## config.mk

```make
export PLATFORM = sky130hd
export DESIGN_NAME = seven_segment_frame_buffer_core_flat
export DESIGN_NICKNAME = d
export VERILOG_FILES = /design/src/sv/ssfb_pkg.sv /design/src/sv/ssfb_if.sv /design/src/sv/seven_segment_frame_buffer_core.sv /design/src/flat_wrapper.sv
export SDC_FILE = /design/constraint.sdc
export NUM_CORES = 1
export LEC_CHECK = 0
export BUFFER_PORTS_ARGS = -buffer_cell sky130_fd_sc_hd__buf_2
export CORE_UTILIZATION = 53
export DETAILED_ROUTE_END_ITERATION = 10
export HOLD_SLACK_MARGIN = 0.15
export MAX_ROUTING_LAYER = met4
export PLACE_DENSITY = 0.71
export SKIP_CTS_REPAIR_TIMING = 1
export SLEW_MARGIN = 10
export SYNTH_ARGS = -nofsm -noshare
export SYNTH_HDL_FRONTEND = slang
export SYNTH_SLANG_ARGS = --single-unit
```

## constraint.sdc

```tcl
create_clock -name clk -period 11.9 [get_ports clk]
set_clock_uncertainty 0.15 [all_clocks]
set_input_delay 1.19 -clock clk [delete_from_list [all_inputs] [get_ports clk]]
set_output_delay 1.19 -clock clk [all_outputs]
set_load 0.01 [all_outputs]
```

## src/sv/ssfb_pkg.sv

```systemverilog
package ssfb_pkg;

	localparam logic [2:0] OP_CLEAR  = 3'd0;
	localparam logic [2:0] OP_CHAR   = 3'd1;
	localparam logic [2:0] OP_SEGS   = 3'd2;
	localparam logic [2:0] OP_DOT    = 3'd3;
	localparam logic [2:0] OP_BRIGHT = 3'd4;
	localparam logic [2:0] OP_FLUSH  = 3'd5;

	localparam logic [7:0] DOT_BIT    = 8'h80;
	localparam logic [7:0] BRIGHT_CMD = 8'hE0;
	localparam logic [7:0] BRIGHT_MAX = 8'h0F;
	localparam logic [7:0] ADDR_BYTE  = 8'h00;
	localparam logic [7:0] FONT_FIRST = 8'h20;
	localparam logic [7:0] FONT_LAST  = 8'h5A;
	localparam logic [7:0] LOWER_A    = 8'h61;
	localparam logic [7:0] LOWER_Z    = 8'h7A;
	localparam logic [7:0] CASE_SHIFT = 8'h20;
	localparam int         FONT_SIZE  = 59;
	localparam logic [3:0] COUNT_RESET = 4'd8;

	localparam logic [7:0] FONT [FONT_SIZE] = '{
		8'h00, 8'h86, 8'h22, 8'h7E, 8'h6D, 8'hD2,
		8'h46, 8'h20, 8'h29, 8'h0B, 8'h21, 8'h70,
		8'h10, 8'h40, 8'h80, 8'h52, 8'h3F, 8'h06,
		8'h5B, 8'h4F, 8'h66, 8'h6D, 8'h7D, 8'h07,
		8'h7F, 8'h6F, 8'h09, 8'h0D, 8'h61, 8'h48,
		8'h43, 8'hD3, 8'h5F, 8'h77, 8'h7C, 8'h39,
		8'h5E, 8'h79, 8'h71, 8'h3D, 8'h76, 8'h30,
		8'h1E, 8'h75, 8'h38, 8'h15, 8'h37, 8'h3F,
		8'h73, 8'h6B, 8'h33, 8'h6D, 8'h78, 8'h3E,
		8'h3E, 8'h2A, 8'h76, 8'h6E, 8'h5B
	};

	typedef enum logic [1:0] {
		ST_IDLE,
		ST_DOT,
		ST_FLUSH_LO,
		ST_FLUSH_HI
	} state_t;

	function automatic logic [7:0] glyph(input logic [7:0] ch);
		logic [7:0] c;
		logic [7:0] off;
		c = ch;
		if (c >= LOWER_A && c <= LOWER_Z) begin
			c = c - CASE_SHIFT;
		end
		off = c - FONT_FIRST;
		if (c < FONT_FIRST || c > FONT_LAST) begin
			return 8'h00;
		end
		return FONT[off[5:0]];
	endfunction

endpackage

```

## src/sv/ssfb_if.sv

```systemverilog
interface ssfb_in_if;
	logic        valid;
	logic        ready;
	logic [2:0]  op;
	logic [2:0]  position;
	logic [7:0]  character;
	logic        dot;
	logic [15:0] mask;
	logic [7:0]  level;

	modport source (output valid, op, position, character, dot, mask, level, input ready);
	modport sink   (input valid, op, position, character, dot, mask, level, output ready);
endinterface

interface ssfb_out_if;
	logic       valid;
	logic       ready;
	logic [7:0] out_byte;
	logic       last;

	modport source (output valid, out_byte, last, input ready);
	modport sink   (input valid, out_byte, last, output ready);
endinterface

interface ssfb_cfg_if;
	logic       valid;
	logic       ready;
	logic [3:0] data;

	modport source (output valid, data, input ready);
	modport sink   (input valid, data, output ready);
endinterface

```

## src/sv/seven_segment_frame_buffer_core.sv

```systemverilog
// Seven-segment frame buffer.
// in_ch carries one request per handshake: clear, set character, set raw
// segments, set or clear the dot, brightness, or flush. out_ch carries the
// bytes bound for the display, with last marking the final byte of a run.
// cfg_ch writes digit_count (clamped to 1..MAX_DIGITS); it is always ready.
// Set dot reads the slot from the digit memory and writes it back in the
// next cycle. Brightness loads its byte into the output register, which
// presents it in the next cycle. Flush emits 1 + 2*count bytes, one per
// cycle when the receiver keeps ready high; each slot is read from the
// memory's single read port and its two bytes are sent in turn. A request
// is taken only in the idle state, outside a flush run or set dot, and
// while the output register can load. When the receiver stalls, the
// output register holds its byte and the run waits. After reset the store
// reads all zero (per-slot valid bits), the count is 8 and no byte is
// pending.
module seven_segment_frame_buffer_core
	import ssfb_pkg::*;
#(
	parameter int MAX_DIGITS = 8
) (
	input  logic       clk,
	input  logic       arst_n,
	ssfb_in_if.sink    in_ch,
	ssfb_out_if.source out_ch,
	ssfb_cfg_if.sink   cfg_ch
);

	localparam int AW = (MAX_DIGITS > 1) ? $clog2(MAX_DIGITS) : 1;
	localparam logic [3:0] MAX_CNT = 4'(MAX_DIGITS);

	logic [15:0]         mem [MAX_DIGITS];
	logic [MAX_DIGITS-1:0] valid_q;
	logic [15:0]         rd_q;
	logic                rdv_q;
	logic [3:0]          count_q;
	state_t              state_q, state_d;
	logic [AW-1:0]       idx_q, idx_d;
	logic [AW-1:0]       slot_q;
	logic                dot_q;
	logic                out_valid_q;
	logic [7:0]          out_byte_q;
	logic                out_last_q;

	logic [3:0]    n;
	logic [3:0]    slot_full;
	logic [AW-1:0] slot;
	logic          pos_ok;
	logic          accept;
	logic          out_free;
	logic          in_ready;
	logic [AW-1:0] rd_addr;
	logic [AW-1:0] wr_addr;
	logic          wr_en;
	logic [15:0]   wr_data;
	logic          clr_en;
	logic          out_load;
	logic [7:0]    out_byte_d;
	logic          out_last_d;
	logic [15:0]   word;
	logic          fl_last;
	logic [3:0]    lvl;

	always_comb begin
		if (count_q == 4'd0) begin
			n = 4'd1;
		end else if (count_q > MAX_CNT) begin
			n = MAX_CNT;
		end else begin
			n = count_q;
		end
	end

	assign pos_ok    = {1'b0, in_ch.position} < n;
	assign slot_full = n - 4'd1 - {1'b0, in_ch.position};
	assign slot      = slot_full[AW-1:0];
	assign out_free  = !out_valid_q || out_ch.ready;
	assign accept    = in_ch.valid && in_ready;
	assign word      = rdv_q ? rd_q : 16'h0000;
	assign fl_last   = (4'(idx_q) == (n - 4'd1));
	assign lvl       = (in_ch.level > BRIGHT_MAX) ? BRIGHT_MAX[3:0] : in_ch.level[3:0];

	always_comb begin
		state_d    = state_q;
		idx_d      = idx_q;
		in_ready   = 1'b0;
		rd_addr    = idx_q;
		wr_addr    = slot;
		wr_en      = 1'b0;
		wr_data    = 16'h0000;
		clr_en     = 1'b0;
		out_load   = 1'b0;
		out_byte_d = 8'h00;
		out_last_d = 1'b0;
		case (state_q)
			ST_IDLE: begin
				in_ready = out_free;
				rd_addr  = (in_ch.op == OP_FLUSH) ? '0 : slot;
				if (accept) begin
					case (in_ch.op)
						OP_CLEAR: begin
							clr_en = 1'b1;
						end
						OP_CHAR: begin
							wr_en   = pos_ok;
							wr_data = {8'h00, glyph(in_ch.character) |
								(in_ch.dot ? DOT_BIT : 8'h00)};
						end
						OP_SEGS: begin
							wr_en   = pos_ok;
							wr_data = in_ch.mask;
						end
						OP_DOT: begin
							if (pos_ok) begin
								state_d = ST_DOT;
							end
						end
						OP_BRIGHT: begin
							out_load   = 1'b1;
							out_byte_d = BRIGHT_CMD | {4'h0, lvl};
							out_last_d = 1'b1;
						end
						OP_FLUSH: begin
							out_load   = 1'b1;
							out_byte_d = ADDR_BYTE;
							idx_d      = '0;
							state_d    = ST_FLUSH_LO;
						end
						default: begin
						end
					endcase
				end
			end
			ST_DOT: begin
				rd_addr = slot_q;
				wr_addr = slot_q;
				wr_en   = 1'b1;
				wr_data = {word[15:8], dot_q, word[6:0]};
				state_d = ST_IDLE;
			end
			ST_FLUSH_LO: begin
				if (out_free) begin
					out_load   = 1'b1;
					out_byte_d = word[7:0];
					state_d    = ST_FLUSH_HI;
				end
			end
			ST_FLUSH_HI: begin
				if (out_free) begin
					out_load   = 1'b1;
					out_byte_d = word[15:8];
					out_last_d = fl_last;
					if (fl_last) begin
						state_d = ST_IDLE;
					end else begin
						idx_d   = AW'(idx_q + 1'b1);
						rd_addr = idx_d;
						state_d = ST_FLUSH_LO;
					end
				end
			end
			default: begin
				state_d = ST_IDLE;
			end
		endcase
	end

	assign in_ch.ready  = in_ready;
	assign cfg_ch.ready = 1'b1;
	assign out_ch.valid    = out_valid_q;
	assign out_ch.out_byte = out_byte_q;
	assign out_ch.last     = out_last_q;

	always_ff @(posedge clk) begin
		if (wr_en) begin
			mem[wr_addr] <= wr_data;
		end
		rd_q  <= mem[rd_addr];
		rdv_q <= valid_q[rd_addr];
	end

	always_ff @(posedge clk) begin
		if (accept) begin
			slot_q <= slot;
			dot_q  <= in_ch.dot;
		end
		if (out_load) begin
			out_byte_q <= out_byte_d;
			out_last_q <= out_last_d;
		end
	end

	always_ff @(posedge clk or negedge arst_n) begin
		if (!arst_n) begin
			state_q     <= ST_IDLE;
			idx_q       <= '0;
			count_q     <= COUNT_RESET;
			valid_q     <= '0;
			out_valid_q <= 1'b0;
		end else begin
			state_q <= state_d;
			idx_q   <= idx_d;
			if (cfg_ch.valid) begin
				count_q <= cfg_ch.data;
			end
			for (int i = 0; i < MAX_DIGITS; i++) begin
				if (clr_en && (4'(i) < n)) begin
					valid_q[i] <= 1'b0;
				end else if (wr_en && (wr_addr == AW'(i))) begin
					valid_q[i] <= 1'b1;
				end
			end
			if (out_load) begin
				out_valid_q <= 1'b1;
			end else if (out_ch.ready) begin
				out_valid_q <= 1'b0;
			end
		end
	end

endmodule

```

## src/flat_wrapper.sv

```systemverilog
// flat-port wrapper written by rule: the top's interface ports become plain ports
module seven_segment_frame_buffer_core_flat import ssfb_pkg::*;
#(
	parameter int MAX_DIGITS = 8
)
  (clk, arst_n, in_ch_valid, in_ch_op, in_ch_position, in_ch_character, in_ch_dot, in_ch_mask, in_ch_level, in_ch_ready, out_ch_valid, out_ch_out_byte, out_ch_last, out_ch_ready, cfg_ch_valid, cfg_ch_data, cfg_ch_ready);
  ssfb_in_if in_ch_i ();
  ssfb_out_if out_ch_i ();
  ssfb_cfg_if cfg_ch_i ();
  input  logic clk;
  input  logic arst_n;
  input wire logic [$bits(in_ch_i.valid)-1:0] in_ch_valid;
  input wire logic [$bits(in_ch_i.op)-1:0] in_ch_op;
  input wire logic [$bits(in_ch_i.position)-1:0] in_ch_position;
  input wire logic [$bits(in_ch_i.character)-1:0] in_ch_character;
  input wire logic [$bits(in_ch_i.dot)-1:0] in_ch_dot;
  input wire logic [$bits(in_ch_i.mask)-1:0] in_ch_mask;
  input wire logic [$bits(in_ch_i.level)-1:0] in_ch_level;
  output wire logic [$bits(in_ch_i.ready)-1:0] in_ch_ready;
  output wire logic [$bits(out_ch_i.valid)-1:0] out_ch_valid;
  output wire logic [$bits(out_ch_i.out_byte)-1:0] out_ch_out_byte;
  output wire logic [$bits(out_ch_i.last)-1:0] out_ch_last;
  input wire logic [$bits(out_ch_i.ready)-1:0] out_ch_ready;
  input wire logic [$bits(cfg_ch_i.valid)-1:0] cfg_ch_valid;
  input wire logic [$bits(cfg_ch_i.data)-1:0] cfg_ch_data;
  output wire logic [$bits(cfg_ch_i.ready)-1:0] cfg_ch_ready;
  assign in_ch_i.valid = in_ch_valid;
  assign in_ch_i.op = in_ch_op;
  assign in_ch_i.position = in_ch_position;
  assign in_ch_i.character = in_ch_character;
  assign in_ch_i.dot = in_ch_dot;
  assign in_ch_i.mask = in_ch_mask;
  assign in_ch_i.level = in_ch_level;
  assign in_ch_ready = in_ch_i.ready;
  assign out_ch_valid = out_ch_i.valid;
  assign out_ch_out_byte = out_ch_i.out_byte;
  assign out_ch_last = out_ch_i.last;
  assign out_ch_i.ready = out_ch_ready;
  assign cfg_ch_i.valid = cfg_ch_valid;
  assign cfg_ch_i.data = cfg_ch_data;
  assign cfg_ch_ready = cfg_ch_i.ready;
  seven_segment_frame_buffer_core #(.MAX_DIGITS(MAX_DIGITS)) u_core (.clk(clk), .arst_n(arst_n), .in_ch(in_ch_i), .out_ch(out_ch_i), .cfg_ch(cfg_ch_i));
endmodule
```

==> metrics, run 1 <==
worst hold slack=355 ps; placement row count=46; GRT overflow=0; Synth top area share=0.483; # clock sinks=176; Layout area overhead=11.5%; cell-internal power=roughly 1.6 mW; Tmin final=approximately 4400 ps; top cells by area, synth=edfxtp_1, mux2i_1, dfrtp_1; outcome=finished, final reports clean; number of global-route vias before repair=around 5500; Pwr Density=between 200 and 300 mW/mm^2; Routed Antenna Nets=0; CP max stage delay=roughly 880 ps; global-route wire length before repair=just under 30000 um; GP Congestion=~0.87; crit path DAT=approximately 4500 ps; IO Pins=60; Seq pwr share=0.362; largest net degree at the start of global routing=65; endpoints failing setup=0; Slew @ Worst Pin=approximately 1100 ps; root buffer cell=clkbuf_16; crit path launch type=register; Achievable Freq=229 MHz; dominant cell type by area after synthesis=edfxtp_1; synthesized area=between 0.008 and 0.009 mm^2; Max IR drop VDD=approximately 0.00018 V; Worst-Skew Late Latency=about 430 ps; critical path peak fanout=64; Initial Utilization=0.548; Longest Clk Path Bufs=2; initial antenna violation count=1; Synth Register Bits=~180; pins over their slew limit=0; Die ar.=roughly 0.017 mm^2; element type at the critical path end=register; RSZ-0062 raised after global routing=no; CTS tree=done; P_sw=between 0.8 and 0.9 mW; Leakage=about 4 nW; GRT Total Usage=0.247; total number of vias=around 5600; fin crit share=0.367; Tightest Hold Check Type=register to register; Top FF cell, synth=edfxtp_1; Post-synth ARST share=0.102; H-tree depth=4; Reg2Reg Setup Slack=approximately 7500 ps; Logic pwr share=0.432; Yosys warnings=0; Avg WL per Cell=20.4 um; sw frac=0.353; Cell Chain, Critical Path=o21ba_1, nor2_1, inv_1, ha_1, xnor2_1, xnor2_2, a31oi_1, o221ai_4, buf_4, mux2i_1, mux2i_1, mux2_2; max cap viols=0; Die Y=roughly 130 um; CP bufs+invs=2; wirelength, routed=approximately 19000 um; Unique masters post-synth=67; Final HPWL DP=12800 um; top-count cell post-synth=edfxtp_1; proportion of power drawn by the clock network=0.206; Post-Syn Nets=~750; nets=between 700 and 800; Die X-Extent=131 um; drt first-iter violations=446; count of flip-flops with a built-in enable after synthesis=between 100 and 150; layout cells sized above 1=0.193; total CTS buffers=17; Crit-path slowest cell=buf_4; DRC=0; drt pass-1 iters=5; Slew headroom=0.270; synth cell count leaders=edfxtp_1, mux2i_1, nand2_1, o21ai_0, a21oi_1; crit-path leading delay family=buffers and inverters; Clk pin slew, worst setup/hold paths=about 70 ps; Synth Area per Inst=approximately 13 um^2; Top cell by count, worst path=mux2i_1; crit path kind=register to register; core area=around 0.016 mm^2; Seq/Total Area, Yosys=0.574; number of buffers added on ports=58; cell count after synthesis=between 600 and 700; TNS Setup=0 ps; routed vias/inst=5.94; final hold violation count=0; worst path required time=about 12000 ps; Final Power=~2.5 mW
==> through the flow <==
stage	util	setup slack [ps]	instances	instance area, um^2
2_1_floorplan	-	8050	668	8760
3_3_place_gp	0.576	7460	917	9210
3_5_place_dp	0.576	7270	917	9210
4_1_cts	0.610	7540	948	9770
5_1_grt	0.611	7260	949	9770
6_report	0.611	7530	949	9770
==> cell type report <==
type                    instances  area (um^2)
clock inverters                14          130
diodes                          1         2.50
multi-input cells             429         3440
fillers                      1292         6230
well taps                     216          270
flip-flops and latches        176         5030
repair buffers                 69          373
inverters                      27          101
clock buffers                  17          425
==> per-layer routing <==
metal | up-vias | GRT usage | routed length, um
met4 | 0 | 0.0737 | 265
met1 | 2775 | 0.325 | 8650
met3 | 23 | 0.0537 | 1250
met5 | - | - | 0
li1 | 2642 | - | -
met2 | 200 | 0.386 | 9230
==> logic make-up (layout without fill, tap and decap cells) <==
logic type	count (synthesis)	count (layout)	share of synthesized area
xor gates and xnor gates	7	7	0.00785
and+or+nand+nor	115	115	0.0643
AOI/OAI and AO/OA	145	145	0.117
other	1	2	0.000428
muxes	132	132	0.160
DFF	176	176	0.574
buffers and inverters	63	127	0.0351
adders and majority gates	29	29	0.0423
==> power groups by stage <==
stage	Sequential [mW]	Combinational, mW	Clock [mW]
after global placement	0.924	1.07	0
after CTS	0.917	1.10	0.532
after detailed placement	0.929	1.09	0
after floorplan	0.912	0.883	0
after global routing	0.928	1.19	0.554
final	0.916	1.09	0.522
==> cells in the final DEF (no fill, tap or decap), types with 7 or more instances in the layout <==
| cell | synthesis | routed |
|---|---|---|
| a21oi_1 | 29 | 29 |
| a22o_1 | 19 | 19 |
| a22oi_1 | 8 | 8 |
| buf_2 | 3 | 58 |
| buf_4 | 6 | 11 |
| clkbuf_16 | 0 | 17 |
| dfrtp_1 | 17 | 17 |
| dfxtp_1 | 17 | 17 |
| edfxtp_1 | 141 | 141 |
| ha_1 | 28 | 28 |
| inv_1 | 27 | 27 |
| mux2_2 | 24 | 24 |
| mux2i_1 | 104 | 104 |
| nand2_1 | 43 | 43 |
| nor2_1 | 25 | 25 |
| nor2b_1 | 8 | 7 |
| o21ai_0 | 37 | 37 |
==> final timing paths <==
| path | startpoint | to | depth (start not counted) |
|---|---|---|---|
| worst max-delay path | u_core.count_q[2]$_DFFE_PN0P_ | u_core.rd_q[3]$_DFF_P_ | 12 |
| worst max register to register | u_core.count_q[2]$_DFFE_PN0P_ | u_core.rd_q[3]$_DFF_P_ | 12 |
| worst min register to register | u_core.count_q[0]$_DFFE_PN0P_ | u_core.count_q[0]$_DFFE_PN0P_ | 1 |
| worst min-delay path | u_core.count_q[0]$_DFFE_PN0P_ | u_core.count_q[0]$_DFFE_PN0P_ | 1 |
| min in group asynchronous | arst_n | u_core.idx_q[0]$_DFFE_PN0P_ | 1 |
| max in group asynchronous | arst_n | u_core.count_q[3]$_DFFE_PN1P_ | 1 |
==> sequential cells by signal, indices dropped and copies added (netlist names) <==
register,flops
u_core.slot_q,3
u_core.valid_q,8
u_core.idx_q,3
u_core.dot_q,1
u_core.rdv_q,1
u_core.state_q,2
u_core.out_ch.last,1
u_core.out_ch.valid,1
u_core.out_ch.out_byte,8
u_core.rd_q,16
u_core.count_q,4
u_core.mem,128
(Power assumes the default switching activity.)
==> inputs of run 2 (changes only) <==
==> constraint.sdc (replaced) <==
create_clock -name clk -period 4.6 [get_ports clk]
set_clock_uncertainty 0.15 [all_clocks]
set_input_delay 0.46 -clock clk [delete_from_list [all_inputs] [get_ports clk]]
set_output_delay 0.46 -clock clk [all_outputs]
set_load 0.01 [all_outputs]
==> run 2 against run 1 <==
  * Die area did not move
  * Non-clock buffer count rose by 14
  * Flip-flop and latch count did not move
  * Sequential power rose to 2.6 times the previous value
  * Total power rose to 2.7 times the previous value
  * Routed wire length rose by 1.4%
  * Sequential share of layout area fell by 1.0 points
  * First-iteration DRC count rose by 8.3%
==> metrics, run 2 (synthesized netlist as in run 1, its figures left out) <==
total number of vias=5741; IO Pins=60; initial antenna violation count=1; fin crit share=0.910; # clock sinks=~180; largest register by flop count=u_core.mem; RSZ-0062 raised after global routing=no; worst path required time=4750 ps; max reg flops=128; Slew @ Worst Pin=between 800 and 900 ps; CTS tree=done; total CTS buffers=17; CP max stage delay=560 ps; critical path peak fanout=34; drt pass-1 iters=5; CP bufs+invs=2; Layout area overhead=13.8%; Crit-path slowest cell=buf_4; Top cell by count, worst path=nor2_1; Max IR drop VDD=between 0.0005 and 0.0006 V; Slew headroom=0.409; pre-CTS setup slack=about 550 ps; GRT overflow=0; DRC=0; Clk pin slew, worst setup/hold paths=approximately 70 ps; crit path kind=register to register; nets=811; routed vias/inst=roughly 6; crit path launch type=register; commonest non-fill, non-tap cell in the layout=edfxtp_1; root buffer cell=clkbuf_16; element type at the critical path end=register; final instance area=roughly 0.01 mm^2; Initial Utilization=0.548; R2R Path Start=u_core.count_q[2]$_DFFE_PN0P_; TNS Setup=0 ps; Die ar.=between 0.015 and 0.02 mm^2; fin worst setup slack=414 ps; Die Y=between 100 and 150 um; Final HPWL DP=about 13000 um; Pwr Density=around 680 mW/mm^2; Achievable Freq=about 240 MHz; max cap viols=0; crit-path leading delay family=compound AO/OA/AOI/OAI gates; Top Registers=u_core.mem (128), u_core.rd_q (16); Routed Antenna Nets=0; post-placement cell area=~0.0093 mm^2; Longest Clk Path Bufs=2; CP startpoint=u_core.count_q[2]$_DFFE_PN0P_; largest net degree at the start of global routing=65; layout cells sized above 1=0.197; GRT Total Usage=0.247; core area=0.0160 mm^2; drt first-iter violations=about 480; Die X-Extent=between 100 and 150 um; Final Power=around 6.7 mW; final hold violation count=0; hold path start=cfg_ch_valid; Tmin final=roughly 4200 ps; pins over their slew limit=0; fill count=~1300; placement row count=46; Leakage=roughly 4 nW; Avg WL per Cell=between 20 and 25 um; outcome=finished, final reports clean; Cell Chain, Critical Path=o21ba_1, nor2_1, ha_1, inv_1, fa_1, o311a_1, nor2_1, a311oi_1, a21oi_4, buf_4, mux2i_1, mux2_2; crit path DAT=~4300 ps; GP Congestion=about 0.88; global-route wire length before repair=30100 um; Worst-Skew Late Latency=420 ps; number of buffers added on ports=58; number of global-route vias before repair=between 5000 and 6000; most frequent cells in the layout=edfxtp_1, mux2i_1, buf_2; wirelength, routed=approximately 20000 um; Tightest Hold Check Type=input pin to register; H-tree depth=4; placed insts=between 900 and 1000; Final Instance Count excl. Fillers=964; endpoints failing setup=0
==> run 2: report_power, final <==
group,leakage (nW),switching [mW],total (mW),internal (mW)
clock,0.306,0.591,1.48,0.889
sequential,1.67,0.158,2.37,2.21
combinational,2.02,1.61,2.90,1.29
==> run 2: area by class of cell <==
cell class | count | area (um^2) | area share
diodes | 1 | 2.50 | 0.000251
clock buffers | 20 | 457 | 0.0458
repair buffers | 83 | 513 | 0.0515
clock inverters | 12 | 156 | 0.0157
flip-flops and latches | 176 | 5030 | 0.504
multi-input cells | 429 | 3440 | 0.345
well taps | 216 | 270 | 0.0271
inverters | 27 | 101 | 0.0102
==> run 2: worst reg2reg max path: cells and delay by family (launching register included) <==
kind	cells	cell delay, ps
compound gates	4	890
fa+ha+maj	2	850
buf+inv	2	650
mux	2	540
simple gates	2	530
flops	1	460
==> run 2: path summary, 6_finish.rpt <==
path | end | slack (ps) | depth (start not counted)
worst max register to register | u_core.rd_q[9]$_DFF_P_ | 410 | 12
max in group asynchronous | u_core.count_q[3]$_DFFE_PN1P_ | 3590 | 2
worst max-delay path | u_core.rd_q[9]$_DFF_P_ | 410 | 12
worst min-delay path | u_core.count_q[0]$_DFFE_PN0P_ | 220 | 2
worst min register to register | u_core.count_q[0]$_DFFE_PN0P_ | 360 | 1
min in group asynchronous | u_core.state_q[0]$_DFFE_PN0P_ | 380 | 2
==> run 2: through the flow <==
step                hold slack (ps)   util
global route                    221  0.623
global placement                265  0.579
detailed placement              283  0.579
CTS                            -170  0.617
finish                          216  0.623
floorplan                      14.4      -
==> run 2: routing by layer <==
metal	GRT usage	vias up	share of wire
met4	0.0683	0	0.012
met2	0.395	193	0.48
met3	0.0403	28	0.062
met5	-	-	0
met1	0.329	2855	0.44
li1	-	2665	-
==> inputs of run 3 (changes only) <==
--- a/config.mk
+++ b/config.mk
@@ -6,11 +6,11 @@
 export NUM_CORES = 1
 export LEC_CHECK = 0
 export BUFFER_PORTS_ARGS = -buffer_cell sky130_fd_sc_hd__buf_2
-export CORE_UTILIZATION = 53
+export CORE_UTILIZATION = 25
 export DETAILED_ROUTE_END_ITERATION = 10
 export HOLD_SLACK_MARGIN = 0.15
 export MAX_ROUTING_LAYER = met4
-export PLACE_DENSITY = 0.71
+export PLACE_DENSITY_LB_ADDON = 0.3
 export SKIP_CTS_REPAIR_TIMING = 1
 export SLEW_MARGIN = 10
 export SYNTH_ARGS = -nofsm -noshare
==> run 3 against run 2 <==
  * First-iteration DRC count shrank 23%
  * Cell count is 26% higher
  * Combinational power increased by 4%
  * Count of clock-buffer cells in the layout is 3 lower
  * Worst setup slack gained 120 ps
  * Final area grew 4.1%
  * Core utilization is 32 points lower
  * Sequential share of layout area down 2.0 points
  * Critical path depth did not move
==> metrics, run 3 (synthesized netlist as in run 1, its figures left out) <==
crit path launch type=register; Die Y=roughly 190 um; fin crit share=0.885; DRC=0; crit path DAT=approximately 4200 ps; element type at the critical path end=register; layout cells sized above 1=0.214; hold path start=cfg_ch_valid; placement row count=68; commonest non-fill, non-tap cell in the layout=edfxtp_1; CP bufs+invs=2; TNS Setup=0 ps; R2R Path Start=u_core.count_q[2]$_DFFE_PN0P_; drt first-iter violations=about 370; IO Pins=60; number of buffers added on ports=58; endpoints failing setup=0; Reg2Reg Setup Slack=about 530 ps; Routed Antenna Nets=0; number of global-route vias before repair=roughly 5400; crit-path leading delay family=compound AO/OA/AOI/OAI gates; outcome=finished, final reports clean; root buffer cell=clkbuf_16; Crit-path slowest cell=buf_4; Top cell by count, worst path=nor2_1; Max IR drop VDD=approximately 0.00036 V; CP max stage delay=roughly 570 ps; GP Congestion=~0.84; Hold EP=u_core.count_q[1]$_DFFE_PN0P_; Util after Layout=0.300; Tmin final=4070 ps; Cell Chain, Critical Path=o21ba_1, nor2_1, ha_1, inv_1, fa_1, o311a_1, nor2_1, a311oi_1, a21oi_4, buf_4, mux2i_1, mux2_2; most frequent cells in the layout=edfxtp_1, mux2i_1, buf_2; Slew @ Worst Pin=approximately 790 ps; critical path peak fanout=34; core area=between 0.03 and 0.04 mm^2; FF-to-FF path depth=12; # clock sinks=176; worst path required time=about 4800 ps; Critical R2R Capture=u_core.rd_q[14]$_DFF_P_; Leakage=roughly 4.0 nW; Worst-Skew Late Latency=around 430 ps; Clk pin slew, worst setup/hold paths=roughly 70 ps; Top Registers=u_core.mem (128), u_core.rd_q (16); max cap viols=0; Pwr Density=approximately 660 mW/mm^2; final instance area=roughly 0.010 mm^2; total number of vias=approximately 5600; Achievable Freq=roughly 250 MHz; wirelength, routed=about 22000 um; routed vias/inst=4.59; pins over their slew limit=0; Die ar.=0.0358 mm^2; final hold violation count=0; H-tree depth=4; Final HPWL DP=about 15000 um; drt pass-1 iters=5; GRT Total Usage=0.128; Slew headroom=0.469; Initial Utilization=0.254; Avg WL per Cell=between 15 and 20 um; initial antenna violation count=0; Die X-Extent=~190 um; largest net degree at the start of global routing=39; post-placement cell area=around 0.0097 mm^2; GRT overflow=0; nets=between 800 and 900; RSZ-0062 raised after global routing=no; CTS tree=done; Final Power=6.84 mW; total CTS buffers=17; largest register by flop count=u_core.mem; Tightest Hold Check Type=input pin to register; WHS Path Cells=2; Layout area overhead=18.4%; crit path kind=register to register; n_diodes=0; global-route wire length before repair=33200 um; max reg flops=roughly 130; Longest Clk Path Bufs=2
-- run 3: changes by cell type in the layout (fill, tap and decap cells not counted), moves of 2 or more --
| cell | delta |
|---|---|
| inv_8 | +2 |
| clkbuf_8 | -2 |
| clkinv_4 | +2 |
| nor2b_1 | -3 |
| buf_4 | +9 |
| buf_12 | +3 |
| clkinvlp_4 | +2 |
| nor2b_2 | +3 |
| clkinv_2 | -4 |
-- run 3: cell type report --
type	count	area, um^2
Multi-Input combinational cell	429	3450
Timing Repair Buffer	94	631
Fill cell	3538	24200
Tap cell	455	569
Clock inverter	15	174
Sequential cell	176	5030
Clock buffer	17	425
Inverter	27	101
-- run 3: worst max-delay path by stage --
stage | startpoint | to | cells past startpoint
2_1_floorplan | u_core.count_q[3]$_DFFE_PN1P_ | u_core.mem[2][0]$_DFFE_PP_ | 10
3_3_place_gp | u_core.count_q[2]$_DFFE_PN0P_ | u_core.rd_q[12]$_DFF_P_ | 12
3_5_place_dp | u_core.count_q[2]$_DFFE_PN0P_ | u_core.rd_q[14]$_DFF_P_ | 12
4_1_cts | u_core.count_q[2]$_DFFE_PN0P_ | u_core.rd_q[14]$_DFF_P_ | 12
5_1_grt | u_core.count_q[2]$_DFFE_PN0P_ | u_core.rd_q[14]$_DFF_P_ | 12
6_report | u_core.count_q[2]$_DFFE_PN0P_ | u_core.rd_q[14]$_DFF_P_ | 12
-- run 3: where the power goes --
part           internal (mW)  leakage, nW  total (mW)  switching [mW]
logic                   1.38         2.09        3.02            1.65
registers               2.21         1.67        2.37           0.161
clock network          0.817        0.288        1.45           0.635
total                   4.40         4.04        6.84            2.44
-- run 3: routing by layer --
| layer | share of wire | GRT usage | up-vias |
|---|---|---|---|
| met3 | 0.031 | 0.0219 | 15 |
| met2 | 0.48 | 0.204 | 113 |
| li1 | - | - | 2688 |
| met1 | 0.48 | 0.169 | 2756 |
| met5 | 0 | - | - |
| met4 | 0.011 | 0.0347 | 0 |
-- run 3: worst reg2reg max path, delay by kind of cell, from the launching register on --
family                   cells  cell delay (ps)
flip-flops                   1              450
adder cells (fa/ha/maj)      2              830
AND/OR/NAND/NOR              2              460
multiplexers                 2              550
buffers and inverters        2              660
AO/OA/AOI/OAI                4              870
-- run 3: metrics by stage --
stage	setup slack (ps)	hold WS (ps)	std cells
finish	529	204	1213
global route	273	199	1213
CTS	535	-190	1205
detailed placement	566	276	1173
global placement	608	275	1173
floorplan	805	14.4	668
